==> src/design/lenient_utf8_decoder_assert.svh <==
// ----------------------------------------------------------------------------
// lenient utf-8 decoder assertion macros
// concurrent assertion wrappers on i_clk, with and without reset masking
// ----------------------------------------------------------------------------
`ifndef LENIENT_UTF8_DECODER_ASSERT_SVH
`define LENIENT_UTF8_DECODER_ASSERT_SVH

// checked only outside reset
`define LUTF8_ASSERT(label, prop, msg) \
    label: assert property (@(posedge i_clk) disable iff (!i_rst_n) prop) else $error(msg);

// checked at every edge, reset included
`define LUTF8_ASSERT_ALWAYS(label, prop, msg) \
    label: assert property (@(posedge i_clk) prop) else $error(msg);

`endif

==> src/design/lutf8_pkg.sv <==
// ----------------------------------------------------------------------------
// lenient utf-8 decoder package
// word types, byte class constants and code point packing functions
// ----------------------------------------------------------------------------
package lutf8_pkg;

    localparam int unsigned BYTE_W = 8;
    localparam int unsigned CP_W   = 21;

    // sequence length codes
    localparam logic [2:0] LEN_NONE = 3'd0;
    localparam logic [2:0] LEN_2    = 3'd2;
    localparam logic [2:0] LEN_3    = 3'd3;
    localparam logic [2:0] LEN_4    = 3'd4;

    // byte class masks
    localparam logic [7:0] MSK_TOP   = 8'h80;
    localparam logic [7:0] MSK_LEAD2 = 8'hE0;
    localparam logic [7:0] PAT_LEAD2 = 8'hC0;
    localparam logic [7:0] MSK_LEAD3 = 8'hF0;
    localparam logic [7:0] PAT_LEAD3 = 8'hE0;
    localparam logic [7:0] MSK_LEAD4 = 8'hF8;
    localparam logic [7:0] PAT_LEAD4 = 8'hF0;

    // result queue
    localparam int unsigned QUE_DEPTH = 4;
    localparam int unsigned QUE_PTR_W = $clog2(QUE_DEPTH);
    localparam int unsigned QUE_CNT_W = $clog2(QUE_DEPTH + 1);

    typedef struct packed {
        logic [BYTE_W-1:0] data_byte;
        logic              end_of_text;
    } t_in_word;

    typedef struct packed {
        logic [CP_W-1:0] code_point;
        logic            last_of_run;
    } t_out_word;

    function automatic logic [2:0] lead_len(input logic [7:0] b);
        logic [2:0] len;
        len = LEN_NONE;
        if ((b & MSK_LEAD2) == PAT_LEAD2) begin
            len = LEN_2;
        end else if ((b & MSK_LEAD3) == PAT_LEAD3) begin
            len = LEN_3;
        end else if ((b & MSK_LEAD4) == PAT_LEAD4) begin
            len = LEN_4;
        end
        return len;
    endfunction

    function automatic logic is_ascii(input logic [7:0] b);
        return (b & MSK_TOP) == 8'h00;
    endfunction

    function automatic logic [CP_W-1:0] pack2(input logic [7:0] b0, input logic [7:0] b1);
        return {10'd0, b0[4:0], b1[5:0]};
    endfunction

    function automatic logic [CP_W-1:0] pack3(input logic [7:0] b0, input logic [7:0] b1,
                                              input logic [7:0] b2);
        return {5'd0, b0[3:0], b1[5:0], b2[5:0]};
    endfunction

    function automatic logic [CP_W-1:0] pack4(input logic [7:0] b0, input logic [7:0] b1,
                                              input logic [7:0] b2, input logic [7:0] b3);
        return {b0[2:0], b1[5:0], b2[5:0], b3[5:0]};
    endfunction

endpackage

==> src/design/lutf8_stream_if.sv <==
// ----------------------------------------------------------------------------
// lenient utf-8 decoder stream interface
// valid/ready channel carrying one word of type t_word
// ----------------------------------------------------------------------------
interface lutf8_stream_if #(
    parameter type t_word = logic
) ();
    logic  valid;
    logic  ready;
    t_word payload;

    modport source (output valid, output payload, input ready);
    modport sink (input valid, input payload, output ready);
endinterface

==> src/design/lenient_utf8_decoder.sv <==
// ----------------------------------------------------------------------------
// lenient utf-8 decoder
// turns a byte stream into code points, decoding across one pass per byte
// ----------------------------------------------------------------------------
// port     dir  word                            note
// i_byte   in   data_byte[8], end_of_text[1]    one text byte
// o_cp     out  code_point[21], last_of_run[1]  zero to two per byte
//
// one byte per cycle while i_byte.ready is high; decode is one combinational pass into a 4-word queue
// a byte at end of text may give two words, popped from the queue one at a time
// i_byte.ready is high while the queue has room for two words
// i_rst_n is synchronous: drops any open sequence and empties the queue
// ----------------------------------------------------------------------------
`include "lenient_utf8_decoder_assert.svh"

module lenient_utf8_decoder (
    input  logic              i_clk,
    input  logic              i_rst_n,
    lutf8_stream_if.sink      i_byte,
    lutf8_stream_if.source    o_cp
);

    // sequence state
    logic [2:0]                          r_slen, n_slen;
    logic [1:0]                          r_hcnt, n_hcnt;
    logic [7:0]                          r_h0, r_h1, r_h2;
    logic [7:0]                          n_h0, n_h1, n_h2;

    // result queue
    lutf8_pkg::t_out_word                r_que [lutf8_pkg::QUE_DEPTH];
    logic [lutf8_pkg::QUE_PTR_W-1:0]     r_wr, r_rd;
    logic [lutf8_pkg::QUE_CNT_W-1:0]     r_cnt, n_cnt;

    logic                                w_acc, w_pop, w_eot, w_done;
    logic [7:0]                          w_b;
    logic [1:0]                          w_nres;
    logic [lutf8_pkg::CP_W-1:0]          w_cp0, w_cp1;
    lutf8_pkg::t_out_word                w_res0, w_res1;

    assign w_b   = i_byte.payload.data_byte;
    assign w_eot = i_byte.payload.end_of_text;

    assign i_byte.ready = (r_cnt <= lutf8_pkg::QUE_CNT_W'(lutf8_pkg::QUE_DEPTH - 2));
    assign w_acc        = i_byte.valid && i_byte.ready;

    assign o_cp.valid   = (r_cnt != '0);
    assign o_cp.payload = r_que[r_rd];
    assign w_pop        = o_cp.valid && o_cp.ready;

    assign w_done = (r_slen != lutf8_pkg::LEN_NONE) && (({1'b0, r_hcnt} + 3'd1) == r_slen);

    always_comb begin
        w_nres = 2'd0;
        w_cp0  = '0;
        w_cp1  = '0;
        n_slen = r_slen;
        n_hcnt = r_hcnt;
        n_h0   = r_h0;
        n_h1   = r_h1;
        n_h2   = r_h2;
        if (r_slen == lutf8_pkg::LEN_NONE) begin
            if (lutf8_pkg::is_ascii(w_b)) begin
                w_nres = 2'd1;
                w_cp0  = {13'd0, w_b};
            end else if (lutf8_pkg::lead_len(w_b) != lutf8_pkg::LEN_NONE && !w_eot) begin
                n_h0   = w_b;
                n_hcnt = 2'd1;
                n_slen = lutf8_pkg::lead_len(w_b);
            end
        end else if (w_done) begin
            w_nres = 2'd1;
            unique case (r_slen)
                lutf8_pkg::LEN_2: w_cp0 = lutf8_pkg::pack2(r_h0, w_b);
                lutf8_pkg::LEN_3: w_cp0 = lutf8_pkg::pack3(r_h0, r_h1, w_b);
                default:          w_cp0 = lutf8_pkg::pack4(r_h0, r_h1, r_h2, w_b);
            endcase
            n_slen = lutf8_pkg::LEN_NONE;
            n_hcnt = 2'd0;
        end else if (w_eot) begin
            // lead dropped, redecode the bytes held after it
            if (r_hcnt == 2'd1) begin
                if (lutf8_pkg::is_ascii(w_b)) begin
                    w_nres = 2'd1;
                    w_cp0  = {13'd0, w_b};
                end
            end else if (lutf8_pkg::is_ascii(r_h1)) begin
                w_cp0 = {13'd0, r_h1};
                if (lutf8_pkg::is_ascii(w_b)) begin
                    w_nres = 2'd2;
                    w_cp1  = {13'd0, w_b};
                end else begin
                    w_nres = 2'd1;
                end
            end else if (lutf8_pkg::lead_len(r_h1) == lutf8_pkg::LEN_2) begin
                w_nres = 2'd1;
                w_cp0  = lutf8_pkg::pack2(r_h1, w_b);
            end else if (lutf8_pkg::is_ascii(w_b)) begin
                w_nres = 2'd1;
                w_cp0  = {13'd0, w_b};
            end
        end else begin
            if (r_hcnt == 2'd1) begin
                n_h1 = w_b;
            end else begin
                n_h2 = w_b;
            end
            n_hcnt = r_hcnt + 2'd1;
        end
        if (w_eot) begin
            n_slen = lutf8_pkg::LEN_NONE;
            n_hcnt = 2'd0;
        end
    end

    assign w_res0.code_point  = w_cp0;
    assign w_res0.last_of_run = (w_nres == 2'd1);
    assign w_res1.code_point  = w_cp1;
    assign w_res1.last_of_run = 1'b1;

    always_comb begin
        n_cnt = r_cnt - lutf8_pkg::QUE_CNT_W'(w_pop);
        if (w_acc) begin
            n_cnt = n_cnt + lutf8_pkg::QUE_CNT_W'(w_nres);
        end
    end

    always_ff @(posedge i_clk) begin
        if (!i_rst_n) begin
            r_slen <= lutf8_pkg::LEN_NONE;
            r_hcnt <= 2'd0;
            r_wr   <= '0;
            r_rd   <= '0;
            r_cnt  <= '0;
        end else begin
            if (w_acc) begin
                r_slen <= n_slen;
                r_hcnt <= n_hcnt;
                r_wr   <= r_wr + lutf8_pkg::QUE_PTR_W'(w_nres);
            end
            if (w_pop) begin
                r_rd <= r_rd + 1'b1;
            end
            r_cnt <= n_cnt;
        end
    end

    always_ff @(posedge i_clk) begin
        if (w_acc) begin
            r_h0 <= n_h0;
            r_h1 <= n_h1;
            r_h2 <= n_h2;
            if (w_nres != 2'd0) begin
                r_que[r_wr] <= w_res0;
            end
            if (w_nres == 2'd2) begin
                r_que[r_wr + 1'b1] <= w_res1;
            end
        end
    end

    `LUTF8_ASSERT(a_idle_no_held,
        r_slen == lutf8_pkg::LEN_NONE |-> r_hcnt == 2'd0,
        "held bytes with no open sequence")
    `LUTF8_ASSERT(a_held_in_range,
        r_slen != lutf8_pkg::LEN_NONE |-> r_hcnt != 2'd0 && ({1'b0, r_hcnt} < r_slen),
        "held count out of range for sequence")
    `LUTF8_ASSERT(a_eot_closes,
        w_acc && w_eot |=> r_slen == lutf8_pkg::LEN_NONE,
        "sequence left open after end of text")
    `LUTF8_ASSERT(a_pair_kept,
        o_cp.valid && !o_cp.payload.last_of_run |-> r_cnt >= 2,
        "first of a pair without its partner queued")
    `LUTF8_ASSERT(a_que_bound,
        r_cnt <= lutf8_pkg::QUE_CNT_W'(lutf8_pkg::QUE_DEPTH),
        "result queue overfilled")
    `LUTF8_ASSERT_ALWAYS(a_rst_empty,
        !i_rst_n |=> r_cnt == '0,
        "result queue not emptied by reset")

endmodule

==> src/flat_wrapper.sv <==
// flat-port wrapper written by rule: the top's interface ports become plain ports
module lenient_utf8_decoder_flat 
  (i_clk, i_rst_n, i_byte_valid, i_byte_payload, i_byte_ready, o_cp_valid, o_cp_payload, o_cp_ready);
  lutf8_stream_if #(.t_word(lutf8_pkg::t_in_word)) i_byte_i ();
  lutf8_stream_if #(.t_word(lutf8_pkg::t_out_word)) o_cp_i ();
  input  logic i_clk;
  input  logic i_rst_n;
  input wire logic [$bits(i_byte_i.valid)-1:0] i_byte_valid;
  input wire logic [$bits(i_byte_i.payload)-1:0] i_byte_payload;
  output wire logic [$bits(i_byte_i.ready)-1:0] i_byte_ready;
  output wire logic [$bits(o_cp_i.valid)-1:0] o_cp_valid;
  output wire logic [$bits(o_cp_i.payload)-1:0] o_cp_payload;
  input wire logic [$bits(o_cp_i.ready)-1:0] o_cp_ready;
  assign i_byte_i.valid = i_byte_valid;
  assign i_byte_i.payload = i_byte_payload;
  assign i_byte_ready = i_byte_i.ready;
  assign o_cp_valid = o_cp_i.valid;
  assign o_cp_payload = o_cp_i.payload;
  assign o_cp_i.ready = o_cp_ready;
  lenient_utf8_decoder u_core (.i_clk(i_clk), .i_rst_n(i_rst_n), .i_byte(i_byte_i), .o_cp(o_cp_i));
endmodule
==> config.mk <==
export PLATFORM = sky130hd
export DESIGN_NAME = lenient_utf8_decoder_flat
export DESIGN_NICKNAME = d
export VERILOG_FILES = /design/src/design/lutf8_pkg.sv /design/src/design/lutf8_stream_if.sv /design/src/design/lenient_utf8_decoder.sv /design/src/flat_wrapper.sv
export VERILOG_INCLUDE_DIRS = /design/src /design/src/design
export SDC_FILE = /design/constraint.sdc
export NUM_CORES = 1
export LEC_CHECK = 0
export BUFFER_PORTS_ARGS = -buffer_cell sky130_fd_sc_hd__buf_2
export CAP_MARGIN = 40
export CORE_UTILIZATION = 45
export CTS_BUF_LIST = sky130_fd_sc_hd__clkbuf_16
export DETAILED_ROUTE_END_ITERATION = 12
export PLACE_DENSITY_LB_ADDON = 0.08
export SKIP_LAST_GASP = 1
export SYNTH_ARGS = -nofsm -noshare
export SYNTH_HDL_FRONTEND = slang
export SYNTH_SLANG_ARGS = --single-unit
==> constraint.sdc <==
create_clock -name i_clk -period 5.8 [get_ports i_clk]
set_input_delay 0.58 -clock i_clk [delete_from_list [all_inputs] [get_ports i_clk]]
set_output_delay 0.58 -clock i_clk [all_outputs]
set_load 0.005 [all_outputs]
==> results.py <==
metrics = {
    "run_status": {
        "status": "finished, final reports clean",
    },
    "route": {
        "via_count": 4581,
        "first_pass_iters": 7,
        "viasPerCell": 6.116,
        "drcViolationCount": 0,
        "drt-wirelength-per-cell_um": 20.73,
        "drt_wl_total_um": 15520,
        "drt_iter0_drc": 381,
        "final_antenna_net_count": 0,
    },
    "setup_path": {
        "worstSetupPathType": "reg -> reg",
        "crit_path_max_fanout": 14,
        "r2r.worst_path.cells": 9,
        "timing.rr.start": "u_core.r_hcnt[0]",
        "rrSetupSlack_ns": 2.08,
        "cp_cell_sequence": "ha_1 > nand3_1 > a2111oi_0 > or3_1 > nor3_2 > buf_4 > o21ai_2 > buf_6 > nand2_1",
        "end_kind": "register",
        "cp.arrival_ns": 3.83,
        "reg2reg_to": "u_core.r_que[2][5]",
        "critPathMaxStageDelay_ns": 0.85,
        "cp-start-kind": "register",
        "worstPathRequired_ns": 5.90,
        "crit_slowest_cell": "a2111oi_0",
    },
    "placed_design": {
        "gp_congestion": 0.8820,
        "place.detailed.hpwl_um": 11050,
        "port_buffers": 36,
        "preCtsSetupSlack_ns": 1.885,
        "dp_cells": 717,
    },
    "grt": {
        "grtUsageTotal_pct": 24.95,
        "grt_pass1_wl_um": 24430,
        "antenna_found_initial": 0,
        "grt.overflow.total": 0,
        "grt_max_degree": 30,
        "grt_pass1_vias": 4275,
    },
    "pwr": {
        "total_power_mw": 2.403,
        "p_leak_nw": 2.435,
        "power_density_nw_per_um2": 358.9,
        "irDropWorstVdd_mv": 0.2540,
    },
    "timing": {
        "hold_viol_final": 0,
        "fmax_mhz": 268.5,
        "fin_crit_ns": 3.725,
        "fin_setup_tns_ns": 0,
        "maxSlewViolCount": 0,
        "slew_headroom_pct": 35.99,
        "setup_viol": 0,
        "worstMarginPinSlew_ns": 0.9360,
        "rsz0062_at_grt": "no",
        "fin_crit_sh_pct": 64.22,
        "setup_ws_ns": 2.075,
        "fin_worst_skew_ns": 0.009926,
    },
    "final_layout": {
        "final_util_pct": 53.05,
        "fin_nets": 584,
        "diodes": 0,
        "most-common-layout-cells": "74 x dfxtp_1, 47 x edfxtp_1, 45 x nand2_1",
        "drive_gt1_share_pct": 21.66,
        "post_layout_nonfiller_instances": 749,
        "final_common_cell": "dfxtp_1",
        "synthToLayoutAreaGrowth_pct": 14.85,
        "nFillCells": 1149,
    },
    "yosys": {
        "postSynthAreaPerCell_um2": 10.96,
        "yosys.cell_types.count": 58,
        "synth_edf_count": 47,
        "synth-compound-area-share_pct": 19.62,
        "synthMuxAreaShare_pct": 11.76,
        "synth_top_family_by_area": "compound AO/OA/AOI/OAI gates",
        "ys_ff_latch": 121,
        "async_flop_share_pct": 0,
        "syn_area_um2": 5829,
        "seq_area_frac_synth_pct": 49.62,
        "synthAdderAreaFrac_pct": 1.417,
        "syn_inst": 532,
        "synthFlopType": "dfxtp_1",
        "ys_warn_count": 0,
        "synth_nets": 551,
        "yosys.area_share.simple_pct": 12.32,
        "synth-xor-area-share_pct": 1.052,
    },
    "cts": {
        "cts_hold_buf": 0,
        "cts_tree": "yes",
        "clk_latency_ns": 0.42,
        "clock_sinks": 121,
        "numCtsBuffers": 17,
        "cts_root_buf": "clkbuf_16",
        "cts_resized": 0,
        "post_cts_buffers": 0,
        "clockBufferDepth": 2,
        "cts_htree_levels": 4,
        "clk_pin_slew_ns": 0.05,
    },
    "die": {
        "die_y_um": 115.8,
        "io_pins": 37,
        "start_util_pct": 46.19,
        "rows": 41,
        "die_x_um": 115.8,
        "dieArea_um2": 13410,
        "core-area_um2": 12620,
    },
    "min_path": {
        "whs_path_depth": 1,
        "hold_start": "i_byte_payload[3]",
        "min_to": "u_core.r_h1[2]",
        "min_path_type": "in -> reg",
    },
    "job": {
        "cap_violations": 0,
    },
}
synthesized netlist by cell type, types with 3 or more instances:
master	instances	area [um2]
dfxtp_1	74	1481
edfxtp_1	47	1411
nand2_1	45	168.9
o22ai_1	25	156.4
nor2_1	23	86.33
mux4_2	22	495.5
o21ai_0	21	105.1
mux2i_1	19	190.2
nand4_1	19	118.9
a21oi_1	18	90.09
nand3_1	17	85.08
buf_2	16	80.08
inv_1	16	60.06
a21boi_0	15	112.6
clkbuf_1	15	56.30
o2bb2ai_1	12	105.1
a22o_1	11	96.34
a31o_2	11	96.34
a211oi_1	7	52.55
nor3_1	7	35.03
a22oi_1	6	45.04
a31oi_1	6	37.54
o211ai_1	6	45.04
o21ai_1	6	30.03
ha_1	5	62.56
nand2b_1	5	31.28
a31o_1	4	35.03
xor2_1	4	35.03
and2_1	3	18.77
and3_1	3	18.77
buf_1	3	11.26
nor4_1	3	18.77
o21ai_2	3	26.28
or3_1	3	18.77
xnor2_1	3	26.28
how the worst max path moves through the flow:
stage | endpoint | startpoint | slack (ns)
4_1_cts | u_core.r_cnt[2] | u_core.r_hcnt[0] | 1.88
2_1_floorplan | u_core.r_cnt[2] | u_core.r_hcnt[1] | 2.64
5_1_grt | u_core.r_que[2][3] | u_core.r_hcnt[0] | 1.82
6_report | u_core.r_que[2][5] | u_core.r_hcnt[0] | 2.08
3_5_place_dp | u_core.r_cnt[2] | u_core.r_hcnt[0] | 1.88
3_3_place_gp | u_core.r_que[2][1] | u_core.r_hcnt[0] | 1.95
power breakdown:
group	leakage, nW	internal (mW)	switching, mW
logic	1.11	0.236	0.266
clock network	0.261	0.528	0.369
registers	1.06	0.954	0.0499
total	2.43	1.72	0.685
layer usage:
| metal | vias up | routed length [um] | global-route usage, % |
|---|---|---|---|
| li1 | 2129 | - | - |
| met1 | 2261 | 6926 | 33.18 |
| met2 | 172 | 7386 | 39.33 |
| met3 | 19 | 1031 | 7.008 |
| met4 | 0 | 180 | 8.205 |
| met5 | - | 0 | 0 |
layout make-up:
| cell class | instances | area (um2) | area share (%) |
|---|---|---|---|
| multi-input combinational | 357 | 2698 | 40.29 |
| clock buffer | 17 | 425.4 | 6.354 |
| timing repair buffer | 52 | 335.3 | 5.008 |
| tap | 172 | 215.2 | 3.214 |
| sequential | 121 | 2893 | 43.21 |
| clock inverter | 14 | 68.82 | 1.028 |
| inverter | 16 | 60.06 | 0.8970 |
kinds of logic after synthesis:
group	Yosys count
AO/OA/AOI/OAI	162
AND/OR/NAND/NOR	141
flip-flops	121
buffers and inverters	54
multiplexers	41
XOR/XNOR	7
adder cells (fa/ha/maj)	6
state kept, by name, summed over array words and instances, names as in the netlist, named ones only:
signal	count
u_core.r_que	88
u_core.r_h1	8
u_core.r_h2	6
u_core.r_h0	5
u_core.r_cnt	3
u_core.r_slen	3
u_core.r_hcnt	2
u_core.r_rd	2
u_core.r_wr	2
stage by stage:
step / hold slack [ns] / area (um2)
after floorplan: 0.4273 / 5829
after global placement: 0.4449 / 6106
after detailed placement: 0.4528 / 6193
after CTS: 0.4332 / 6688
after global routing: 0.4364 / 6695
final: 0.4554 / 6695
critical path, delay by kind of cell, from the launching register on:
family	cells	cell delay, ns
buf+inv	2	0.43
fa+ha+maj	1	0.33
flops	1	0.53
compound gates	2	1.31
simple gates	4	0.82
(Power assumes the default switching activity.)
